[src/design/nlr_pkg.sv]
// ----------------------------------------------------------------------------
// nlr_pkg: shared types and constants for the numeric literal recognizer
// Phase and status codes, character codes, class flags, field widths.
// ----------------------------------------------------------------------------
package nlr_pkg;

    localparam int CHAR_W   = 8;
    localparam int STATUS_W = 3;
    localparam int TOKEN_W  = 7;
    localparam int LINE_W   = 32;

    // output tdata: status, token_length, line_number, zero padded to bytes
    localparam int OUT_FIELDS_W = STATUS_W + TOKEN_W + LINE_W;
    localparam int OUT_TDATA_W  = ((OUT_FIELDS_W + 7) / 8) * 8;

    localparam logic [CHAR_W-1:0] CH_PLUS    = 8'h2B;
    localparam logic [CHAR_W-1:0] CH_MINUS   = 8'h2D;
    localparam logic [CHAR_W-1:0] CH_DOT     = 8'h2E;
    localparam logic [CHAR_W-1:0] CH_EXP_LO  = 8'h65;
    localparam logic [CHAR_W-1:0] CH_EXP_UP  = 8'h45;
    localparam logic [CHAR_W-1:0] CH_NEWLINE = 8'h0A;
    localparam logic [CHAR_W-1:0] CH_SPACE   = 8'h20;
    localparam logic [CHAR_W-1:0] CH_TAB     = 8'h09;
    localparam logic [CHAR_W-1:0] CH_CR      = 8'h0D;
    localparam logic [CHAR_W-1:0] CH_ZERO    = 8'h30;
    localparam logic [CHAR_W-1:0] CH_NINE    = 8'h39;

    typedef enum logic [2:0] {
        PH_START     = 3'd0,
        PH_SIGN      = 3'd1,
        PH_INT       = 3'd2,
        PH_DOT       = 3'd3,
        PH_FRAC      = 3'd4,
        PH_EXPMARK   = 3'd5,
        PH_EXPSIGN   = 3'd6,
        PH_EXPDIGITS = 3'd7
    } t_phase;

    typedef enum logic [STATUS_W-1:0] {
        ST_SKIP  = 3'd0,
        ST_TAKEN = 3'd1,
        ST_DONE  = 3'd2,
        ST_NONUM = 3'd3,
        ST_BAD   = 3'd4,
        ST_EARLY = 3'd5,
        ST_LONE  = 3'd6
    } t_status;

    typedef struct packed {
        logic digit;
        logic sign;
        logic expo;
        logic dot;
        logic space;
        logic newline;
    } t_char_class;

endpackage

[src/design/numeric_literal_recognizer.sv]
// ----------------------------------------------------------------------------
// numeric_literal_recognizer: streaming decimal number literal scanner
// Path: each input transaction passes the input register, then the result register, to m_axis.
// Throughput: one transaction per cycle while m_axis accepts results; the scan state is read
//   and updated in the single step between the input register and the result register.
// Reset: synchronous active-low; scan returns to start, counts cleared,
//   both pipeline registers emptied.
// ----------------------------------------------------------------------------
module numeric_literal_recognizer #(
    parameter int MAX_TOKEN_LENGTH = 64
) (
    input  logic                               i_clk,
    input  logic                               i_rst_n,
    // input stream
    input  logic                               s_axis_tvalid,
    output logic                               s_axis_tready,
    input  logic [nlr_pkg::CHAR_W-1:0]         s_axis_tdata,  // [7:0] character
    input  logic                               s_axis_tuser,  // [0] end_of_stream
    // result stream
    output logic                               m_axis_tvalid,
    input  logic                               m_axis_tready,
    output logic [nlr_pkg::OUT_TDATA_W-1:0]    m_axis_tdata   // [2:0] status,
                                                              // [9:3] token_length,
                                                              // [41:10] line_number,
                                                              // [47:42] zero
);

    // ---------------- input register ----------------
    logic                          r_in_valid;
    logic [nlr_pkg::CHAR_W-1:0]    r_in_char;
    logic                          r_in_eos;

    // ---------------- scan state ----------------
    nlr_pkg::t_phase               r_phase;
    nlr_pkg::t_phase               n_phase;
    logic [nlr_pkg::TOKEN_W-1:0]   r_token_cnt;
    logic [nlr_pkg::TOKEN_W-1:0]   n_token_cnt;
    logic [nlr_pkg::LINE_W-1:0]    r_line_cnt;
    logic [nlr_pkg::LINE_W-1:0]    n_line_cnt;

    // ---------------- result register ----------------
    logic                          r_out_valid;
    nlr_pkg::t_status              r_out_status;
    logic [nlr_pkg::TOKEN_W-1:0]   r_out_len;
    logic [nlr_pkg::LINE_W-1:0]    r_out_line;

    nlr_pkg::t_char_class          w_class;
    nlr_pkg::t_status              w_status;
    logic [nlr_pkg::TOKEN_W-1:0]   w_token_len;
    logic                          w_adv;   // item moves input reg -> result reg

    // Stage advance: result slot free or being drained this cycle.
    assign w_adv         = r_in_valid && (!r_out_valid || m_axis_tready);
    assign s_axis_tready = !r_in_valid || w_adv;

    nlr_char_class u_class (
        .i_char  (r_in_char),
        .o_class (w_class)
    );

    nlr_scan_step #(
        .MAX_TOKEN_LENGTH (MAX_TOKEN_LENGTH)
    ) u_step (
        .i_phase     (r_phase),
        .i_token_cnt (r_token_cnt),
        .i_class     (w_class),
        .i_eos       (r_in_eos),
        .o_phase     (n_phase),
        .o_token_cnt (n_token_cnt),
        .o_status    (w_status),
        .o_token_len (w_token_len)
    );

    // Newline counts regardless of what it does to the token, except on the end_of_stream item; saturating.
    always_comb begin
        n_line_cnt = r_line_cnt;
        if (!r_in_eos && w_class.newline && (r_line_cnt != {nlr_pkg::LINE_W{1'b1}})) begin
            n_line_cnt = r_line_cnt + 1'b1;
        end
    end

    // Input register
    always_ff @(posedge i_clk) begin
        if (!i_rst_n) begin
            r_in_valid <= 1'b0;
        end else if (s_axis_tready) begin
            r_in_valid <= s_axis_tvalid;
        end
    end

    always_ff @(posedge i_clk) begin
        if (s_axis_tready && s_axis_tvalid) begin
            r_in_char <= s_axis_tdata;
            r_in_eos  <= s_axis_tuser;
        end
    end

    // Scan state, updated once per item
    always_ff @(posedge i_clk) begin
        if (!i_rst_n) begin
            r_phase     <= nlr_pkg::PH_START;
            r_token_cnt <= '0;
            r_line_cnt  <= '0;
        end else if (w_adv) begin
            r_phase     <= n_phase;
            r_token_cnt <= n_token_cnt;
            r_line_cnt  <= n_line_cnt;
        end
    end

    // Result register
    always_ff @(posedge i_clk) begin
        if (!i_rst_n) begin
            r_out_valid <= 1'b0;
        end else if (w_adv) begin
            r_out_valid <= 1'b1;
        end else if (m_axis_tready) begin
            r_out_valid <= 1'b0;
        end
    end

    always_ff @(posedge i_clk) begin
        if (w_adv) begin
            r_out_status <= w_status;
            r_out_len    <= w_token_len;
            r_out_line   <= n_line_cnt;
        end
    end

    assign m_axis_tvalid = r_out_valid;
    assign m_axis_tdata  = {{(nlr_pkg::OUT_TDATA_W - nlr_pkg::OUT_FIELDS_W){1'b0}},
                            r_out_line, r_out_len, r_out_status};

    // ---------------- assertions ----------------
    // At scan start no token is in progress.
    a_start_empty: assert property (@(posedge i_clk) disable iff (!i_rst_n)
        (r_phase == nlr_pkg::PH_START) |-> (r_token_cnt == '0))
        else $error("token count nonzero at scan start");

    // Skipped or no-number results carry zero length.
    a_len_zero: assert property (@(posedge i_clk) disable iff (!i_rst_n)
        (r_out_valid && ((r_out_status == nlr_pkg::ST_SKIP) ||
                         (r_out_status == nlr_pkg::ST_NONUM))) |-> (r_out_len == '0))
        else $error("nonzero length on skip/no-number result");

    // Reported length never passes the limit.
    a_len_max: assert property (@(posedge i_clk) disable iff (!i_rst_n)
        r_out_valid |-> (r_out_len <= nlr_pkg::TOKEN_W'(MAX_TOKEN_LENGTH)))
        else $error("token length above limit");

    // Line count moves by at most one per item and never back.
    a_line_step: assert property (@(posedge i_clk) disable iff (!i_rst_n)
        w_adv |=> ((r_line_cnt == $past(r_line_cnt)) ||
                   (r_line_cnt == $past(r_line_cnt) + 32'd1)))
        else $error("line count stepped wrongly");

endmodule

[src/design/nlr_char_class.sv]
// ----------------------------------------------------------------------------
// nlr_char_class: byte classifier
// Decodes one byte into the character classes the scanner acts on.
// ----------------------------------------------------------------------------
module nlr_char_class (
    input  logic [nlr_pkg::CHAR_W-1:0] i_char,
    output nlr_pkg::t_char_class       o_class
);

    always_comb begin
        o_class.digit   = (i_char >= nlr_pkg::CH_ZERO) && (i_char <= nlr_pkg::CH_NINE);
        o_class.sign    = (i_char == nlr_pkg::CH_PLUS) || (i_char == nlr_pkg::CH_MINUS);
        o_class.expo    = (i_char == nlr_pkg::CH_EXP_LO) || (i_char == nlr_pkg::CH_EXP_UP);
        o_class.dot     = (i_char == nlr_pkg::CH_DOT);
        // space plus tab..carriage return
        o_class.space   = (i_char == nlr_pkg::CH_SPACE) ||
                          ((i_char >= nlr_pkg::CH_TAB) && (i_char <= nlr_pkg::CH_CR));
        o_class.newline = (i_char == nlr_pkg::CH_NEWLINE);
    end

endmodule

[src/design/nlr_scan_step.sv]
// ----------------------------------------------------------------------------
// nlr_scan_step: scanner transition logic
// Next phase, next token count and per-item status from the current state.
// ----------------------------------------------------------------------------
module nlr_scan_step #(
    parameter int MAX_TOKEN_LENGTH = 64
) (
    input  nlr_pkg::t_phase                i_phase,
    input  logic [nlr_pkg::TOKEN_W-1:0]    i_token_cnt,
    input  nlr_pkg::t_char_class           i_class,
    input  logic                           i_eos,
    output nlr_pkg::t_phase                o_phase,
    output logic [nlr_pkg::TOKEN_W-1:0]    o_token_cnt,
    output nlr_pkg::t_status               o_status,
    output logic [nlr_pkg::TOKEN_W-1:0]    o_token_len
);

    localparam logic [nlr_pkg::TOKEN_W-1:0] MaxLen = nlr_pkg::TOKEN_W'(MAX_TOKEN_LENGTH);

    logic                          take;
    nlr_pkg::t_phase               goto_phase;
    nlr_pkg::t_status              end_status;
    logic [nlr_pkg::TOKEN_W-1:0]   cnt_inc;

    always_comb begin
        take       = 1'b0;
        goto_phase = i_phase;
        end_status = nlr_pkg::ST_NONUM;
        unique case (i_phase)
            nlr_pkg::PH_START: begin
                if (i_eos) end_status = nlr_pkg::ST_NONUM;
                else if (i_class.space) end_status = nlr_pkg::ST_SKIP;
                else if (i_class.sign) begin
                    take = 1'b1; goto_phase = nlr_pkg::PH_SIGN;
                end else if (i_class.digit) begin
                    take = 1'b1; goto_phase = nlr_pkg::PH_INT;
                end else if (i_class.dot) begin
                    take = 1'b1; goto_phase = nlr_pkg::PH_DOT;
                end else end_status = nlr_pkg::ST_NONUM;
            end
            nlr_pkg::PH_SIGN: begin
                end_status = nlr_pkg::ST_LONE;
                if (!i_eos) begin
                    if (i_class.digit) begin
                        take = 1'b1; goto_phase = nlr_pkg::PH_INT;
                    end else if (i_class.dot) begin
                        take = 1'b1; goto_phase = nlr_pkg::PH_DOT;
                    end else if (i_class.expo) begin
                        // sign straight into exponent is accepted
                        take = 1'b1; goto_phase = nlr_pkg::PH_EXPMARK;
                    end
                end
            end
            nlr_pkg::PH_INT: begin
                end_status = nlr_pkg::ST_DONE;
                if (!i_eos) begin
                    if (i_class.digit) take = 1'b1;
                    else if (i_class.dot) begin
                        take = 1'b1; goto_phase = nlr_pkg::PH_DOT;
                    end else if (i_class.expo) begin
                        take = 1'b1; goto_phase = nlr_pkg::PH_EXPMARK;
                    end
                end
            end
            nlr_pkg::PH_DOT: begin
                end_status = i_eos ? nlr_pkg::ST_EARLY : nlr_pkg::ST_BAD;
                if (!i_eos && i_class.digit) begin
                    take = 1'b1; goto_phase = nlr_pkg::PH_FRAC;
                end
            end
            nlr_pkg::PH_FRAC: begin
                end_status = nlr_pkg::ST_DONE;
                if (!i_eos) begin
                    if (i_class.digit) take = 1'b1;
                    else if (i_class.expo) begin
                        take = 1'b1; goto_phase = nlr_pkg::PH_EXPMARK;
                    end
                end
            end
            nlr_pkg::PH_EXPMARK: begin
                end_status = i_eos ? nlr_pkg::ST_EARLY : nlr_pkg::ST_BAD;
                if (!i_eos) begin
                    if (i_class.sign) begin
                        take = 1'b1; goto_phase = nlr_pkg::PH_EXPSIGN;
                    end else if (i_class.digit) begin
                        take = 1'b1; goto_phase = nlr_pkg::PH_EXPDIGITS;
                    end
                end
            end
            nlr_pkg::PH_EXPSIGN: begin
                end_status = i_eos ? nlr_pkg::ST_EARLY : nlr_pkg::ST_BAD;
                if (!i_eos && i_class.digit) begin
                    take = 1'b1; goto_phase = nlr_pkg::PH_EXPDIGITS;
                end
            end
            nlr_pkg::PH_EXPDIGITS: begin
                end_status = nlr_pkg::ST_DONE;
                if (!i_eos && i_class.digit) take = 1'b1;
            end
            default: begin
                end_status = nlr_pkg::ST_NONUM;
            end
        endcase
    end

    // token count and reported length saturate at the limit; the token itself is not cut off
    assign cnt_inc = (i_token_cnt < MaxLen) ? i_token_cnt + 1'b1 : i_token_cnt;

    always_comb begin
        if (take) begin
            o_status    = nlr_pkg::ST_TAKEN;
            o_phase     = goto_phase;
            o_token_cnt = cnt_inc;
            o_token_len = cnt_inc;
        end else begin
            o_status = end_status;
            if ((end_status == nlr_pkg::ST_SKIP) || (end_status == nlr_pkg::ST_NONUM)) begin
                o_token_len = '0;
            end else begin
                o_token_len = i_token_cnt;
            end
            if (end_status == nlr_pkg::ST_SKIP) begin
                o_phase     = i_phase;
                o_token_cnt = i_token_cnt;
            end else begin
                o_phase     = nlr_pkg::PH_START;
                o_token_cnt = '0;
            end
        end
    end

endmodule
[config.mk]
export PLATFORM = sky130hd
export DESIGN_NAME = numeric_literal_recognizer
export DESIGN_NICKNAME = d
export VERILOG_FILES = /design/src/design/nlr_pkg.sv /design/src/design/numeric_literal_recognizer.sv /design/src/design/nlr_char_class.sv /design/src/design/nlr_scan_step.sv
export SDC_FILE = /design/constraint.sdc
export NUM_CORES = 1
export LEC_CHECK = 0
export CORE_ASPECT_RATIO = 0.75
export CORE_UTILIZATION = 31
export DETAILED_ROUTE_END_ITERATION = 10
export DONT_BUFFER_PORTS = 1
export PLACE_DENSITY = 0.57
export SLEW_MARGIN = 15
export SYNTH_ARGS = -nofsm -noshare
export SYNTH_HDL_FRONTEND = slang
export SYNTH_HIERARCHICAL = 1
export SYNTH_SLANG_ARGS = --single-unit
export TNS_END_PERCENT = 20
[constraint.sdc]
create_clock -name i_clk -period 4.4 [get_ports i_clk]
set_input_delay 0.22 -clock i_clk [delete_from_list [all_inputs] [get_ports i_clk]]
set_output_delay 0.22 -clock i_clk [all_outputs]
set_load 0.005 [all_outputs]
---- Yosys cells after proc, flatten, opt, wreduce, memory -nomap -nowiden ----
Index checks and enable logic that the tools add are counted.
storage, ports and cells
  register bits after elaboration ......... 95
  input bits .............................. 13
cells by class
  reduce and logical (&&, ||, !) cells .... 25
  order comparisons ....................... 5
  add/sub/neg operators ................... 2
  equality and inequality tests ........... 30
  mux-type cells .......................... 49
operator list
  operator               number
  $mux 3                 21
  $mux 7                 5
  $add 32x1->32 const B  1
  $eq 8x6->1 const B     4
  $mux 32                1
  $ne 32x32->1 const B   1
  $ne 3x3->1 const B     10
  $pmux 3 s7             1
  $mux 1                 18
  $eq 8x7->1 const B     2
  $reduce_and 15->1      1
  $eq 3x3->1 const B     4
  $pmux 3 s4             1
  $eq 3x2->1 const B     3
  $reduce_or 3->1        3
  $eq 8x4->1 const B     1
  $ge 8x4->1 const B     1
  $ge 8x6->1 const B     1
  $le 8x4->1 const B     1
  $le 8x6->1 const B     1
  $ne 8x8->1 const B     1
  $add 7x1->7 const B    1
  $logic_and 1x1->1      7
  $lt 7x7->1 const B     1
  12 further kinds       20

---- Depth between registers and ports, before layout ----
  depth in word-level cells ............... 10
  gate-level depth with buffers ........... 12
  gate-level depth less buffers ........... 10

---- Hierarchy ----
The synthesis kept the hierarchy.
modules (own cells, without submodules)
  module                      area each (um2)  times used  cells an instance  sequential area each (um2)
  numeric_literal_recognizer  4350.4           1           412                2412.3
  nlr_scan_step               970.9            1           146                0.0
  nlr_char_class              132.6            1           19                 0.0

---- Worst setup path after synthesis ----
No wires, ideal clock.
  path kind ............................... register -> register
  from .................................... register r_phase[1]
  to ...................................... register r_token_cnt[5] (netlist bit)
  clock period less this slack ............ 2826 ps
  arrival ................................. 2694 ps
  slack ................................... 1574 ps
  library setup time ...................... 132 ps
  stages on the path, launching flop included .. 12
  buffers on the path ..................... 2
  required time ........................... 4268 ps
  cell sequence ........................... dfxtp_1 > buf_4 > clkbuf_1 > inv_1 > fa_1 > nor4bb_1 > a31oi_1 > nand2_1 > a22oi_2 > o221ai_1 > nand2_1 > a21oi_1
RTL lines
  element                                                                     line                               text
  start: declaration                                                          numeric_literal_recognizer.sv:34   nlr_pkg::t_phase r_phase;
  start signal: assignment                                                    numeric_literal_recognizer.sv:101  r_phase <= nlr_pkg::PH_START;
  start signal: assignment                                                    numeric_literal_recognizer.sv:105  r_phase <= n_phase;
  $eq 3x2->1, or another cell as far along                                    nlr_scan_step.sv:29                unique case (i_phase)
  $reduce_or 3->1 (no source line) / $reduce_or 2->1 (equally long branches)  --
  $pmux 1 s5 (*)                                                              nlr_scan_step.sv:29
  $mux 7 (*)                                                                  nlr_scan_step.sv:110               if (take) begin
  via n_token_cnt (one bit)                                                   numeric_literal_recognizer.sv:37   logic [nlr_pkg::TOKEN_W-1:0] n_token_cnt;
  end signal: assignment                                                      numeric_literal_recognizer.sv:106  r_token_cnt <= n_token_cnt;
  end: declaration                                                            numeric_literal_recognizer.sv:36   logic [nlr_pkg::TOKEN_W-1:0] r_token_cnt;
The timed path passes the listed nets; every way through them passes the cells marked *.
A chain may end at the register's enable or synchronous reset.

---- Worst setup path in the final report ----
Ends and elaborated chain as after synthesis.

==> results.py <==
metrics = {
    "timing": {
        "skew_ns": 0.00655,
        "fin_tns_setup_ns": 0,
        "rsz0062_at_grt": "false",
        "worstMarginPinSlew_ns": 1.04,
        "period_share_pct": 73.5,
        "finalWorstSetupSlack_ns": 1.16,
        "fmax_mhz": 309,
        "finalCriticalPeriod_ns": 3.24,
        "final-max-slew-violation-count": 0,
        "final_hold_viol_count": 0,
        "finalSetupViolCount": 0,
        "relSlewSlack_pct": 30.7,
    },
    "global_routing": {
        "grt_max_degree": 45,
        "grt-busiest-layer": "met1",
        "grt_pass1_wl_um": 21600,
        "overflow": 0,
        "grtUsageMet1_pct": 22.4,
        "antenna_found_initial": 0,
        "grt_pass1_vias": 3978,
        "use_met2_pct": 21.9,
        "grtUsageTotal_pct": 15.4,
        "met3_usage_pct": 4.60,
    },
    "cts": {
        "cts_root_buffer": "clkbuf_16",
        "cts_tree": "yes",
        "cts.clk_slew.worst_paths_ns": 0.07,
        "clock_latency_ns": 0.36,
        "cts_setup_buffers": 0,
        "cts_buffers": 9,
        "cts.sinks": 95,
        "htreeDepth": 3,
        "clockBufferDepth": 2,
    },
    "placement": {
        "pre_cts_ws_ns": 1.17,
        "port_buffers": 0,
        "dp_hpwl_um": 9120,
        "dpl-instance-area_mm2": 0.00557,
        "gp_congestion": 0.812,
    },
    "power_and_ir_drop": {
        "cellPowerDensity_mw_per_mm2": 303,
        "p_int_uw": 1370,
        "seqPwrFrac_pct": 54.0,
        "p_leak_uw": 0.00195,
        "p_sw_uw": 436,
        "ir_worst_vdd_uv": 163,
        "clkPwrFrac_pct": 42.9,
        "finalPower_uw": 1810,
        "swShare_pct": 24.1,
        "p_comb_share_pct": 3.1,
    },
    "synth": {
        "syn_avg_cell_area_um2": 9.45,
        "synth-async-reset-ratio_pct": 0,
        "synth.yosys.seq_area_share_pct": 44.2,
        "yosysWarnings": 6,
        "synth_cell_types": 71,
        "synth-edff-count": 51,
        "synthCells": 577,
        "syn_area_mm2": 0.00545,
        "synthFlopType": "edfxtp_1",
        "yosys_register_bits": 95,
    },
    "worst_setup_path": {
        "slowest_stage": "dfxtp_1",
        "critical_path.cell_chain": "inv_1 > fa_1 > nor4bb_1 > a31oi_1 > nand2_1 > a22oi_2 > o221ai_1 > nand2_1 > a21oi_1",
        "startpoint_type": "register",
        "cp.arrival_ns": 3.45,
        "crit_type": "register to register",
        "worst_path_largest_cell_delay_ns": 0.88,
        "cp_top_family": "compound AO/OA/AOI/OAI gates",
        "worstPathRequired_ns": 4.62,
        "crit_path_max_fanout": 23,
        "crit_path_end_kind": "register",
        "worst-path-buf-inv": 1,
        "crit_path_frequent_cell": "nand2_1",
    },
    "job": {
        "maxCapViolCount": 0,
    },
    "floorplan": {
        "die_y_um": 117,
        "start_util_pct": 32.0,
        "die_w_um": 155,
        "rows": 41,
        "core_mm2": 0.0170,
        "die_area_mm2": 0.0181,
        "io_pins": 63,
    },
    "cells_and_area": {
        "n_fill_cell": 1756,
        "synthToLayoutAreaGrowth_pct": 9.50,
        "regArea_mm2": 0.00241,
        "final_layout_size_suffix_gt1_share_pct": 7.56,
        "n_antenna_cell": 0,
        "design_area_mm2": 0.00597,
        "fin_nets": 580,
        "multiInputGateArea_mm2": 0.00277,
    },
    "status": {
        "status": "finished, final reports clean",
    },
    "routing": {
        "avgRoutedWirePerCell_um": 16.8,
        "wl_um": 13500,
        "viasPerCell": 5.41,
        "first_pass_iters": 4,
        "detail-route-antenna-nets": 0,
        "drc_errors": 0,
        "drt-initial-drc-count": 345,
        "via_count": 4354,
    },
    "worst_hold_path": {
        "min_path_type": "input pin to register",
    },
}
## worst reg2reg max path, cell delays in order (launching register included)
cell and delay [ns]:
dfxtp_1 0.88, inv_1 0.20, fa_1 0.57, nor4bb_1 0.17, a31oi_1 0.36, nand2_1 0.20, a22oi_2 0.38, o221ai_1 0.18
nand2_1 0.09, a21oi_1 0.06
## cell usage after synthesis (6+ instances only)
library cell	count	area share (%)
nand4_1	13	1.5
buf_4	11	1.5
inv_1	15	1.0
buf_2	9	0.83
and4_1	6	0.96
o21ai_0	9	0.83
nor3_1	19	1.7
o2111ai_1	7	1.1
nand3_1	27	2.5
or4_1	15	2.1
and3_1	15	1.7
o211ai_1	16	2.2
mux2i_1	12	2.2
xnor2_1	8	1.3
o31ai_1	15	2.1
nand2_1	55	3.8
edfxtp_1	51	28
nand2b_1	17	1.9
o221ai_1	7	1.1
nor2_1	30	2.1
nor4_1	10	1.1
xor2_1	25	4.0
or3_1	6	0.69
nor2b_1	6	0.69
a21oi_1	37	3.4
clkbuf_1	21	1.4
dfxtp_1	44	16
## metrics by stage
| stage | utilization (%) | hold slack [ns] | std cells |
|---|---|---|---|
| global route | 35.1 | 0.0107 | 805 |
| finish | 35.1 | 0.0112 | 805 |
| floorplan | - | 0.319 | 582 |
| detailed placement | 32.7 | 0.319 | 778 |
| global placement | 32.7 | 0.319 | 778 |
| CTS | 35.1 | 0.00172 | 805 |
## power by group through the flow
| stage | clock (uW) | combinational (uW) | sequential (uW) |
|---|---|---|---|
| finish | 776 | 55.7 | 976 |
| global route | 838 | 62.2 | 980 |
| CTS | 804 | 56.3 | 977 |
| detailed placement | 0 | 47.8 | 997 |
| global placement | 0 | 46.5 | 996 |
| floorplan | 0 | 43.2 | 989 |
## final cells by class
type	count	share of cell area (%)
timing repair buffer	15	2.35
inverter	16	1.01
multi-input combinational	427	46.4
clock buffer	9	3.77
clock inverter	7	1.09
tap	236	4.94
sequential	95	40.4
## state kept, by name (all words and copies together), names as in the netlist
name	count
r_in_char	8
r_phase	3
r_out_len	7
r_token_cnt	7
m_axis_tvalid	1
r_in_eos	1
r_out_line	32
r_out_status	3
r_in_valid	1
r_line_cnt	32
## logic make-up after synthesis
kind of cell    Yosys count  synth area share, %
compound gates          121                 15.3
xor+xnor                 34                 5.80
fa+ha+maj                 4                 1.01
buf+inv                  60                 5.25
flops                    95                 44.2
mux                      13                 2.41
other cells               1               0.0688
simple gates            249                 25.9
## cell usage in the layout (no fill, tap or decap), types with 7 or more instances in the layout
cell and count:
xnor2_1 8, and3_1 15, or4_1 15, o31ai_1 15, dlygate4sd3_1 11, a21oi_1 37, o221ai_1 7, o211ai_1 16
nand4_1 13, nor3_1 19, nor2_1 30, clkbuf_16 9, nand2_1 55, nand2b_1 17, mux2i_1 12, o2111ai_1 7
xor2_1 25, o21ai_0 9, nand3_1 27, nor4_1 10, inv_1 13, edfxtp_1 51, dfxtp_1 44
## metal layers
layer  part of all wire (%)  vias up
li1                       -     2133
met5                      0        -
met4                    1.1        0
met3                    6.2        7
met1                     51     2071
met2                     42      143
## path summary, 6_finish.rpt
| path | from | endpoint | slack [ns] | cells after the start |
|---|---|---|---|---|
| worst min-delay path | i_rst_n | r_line_cnt[30] | 0.01 | 2 |
| worst min register to register | r_in_valid | m_axis_tvalid | 0.48 | 2 |
| worst max-delay path | r_phase[1] | r_token_cnt[5] | 1.16 | 9 |
| worst max register to register | r_phase[1] | r_token_cnt[5] | 1.16 | 9 |
## what timing repair did
action	in CTS	in global routing
resized for setup	0	0
hold endpoints to repair	14	0
hold buffers	11	0
No activity file was read; power rests on OpenSTA's default activity.
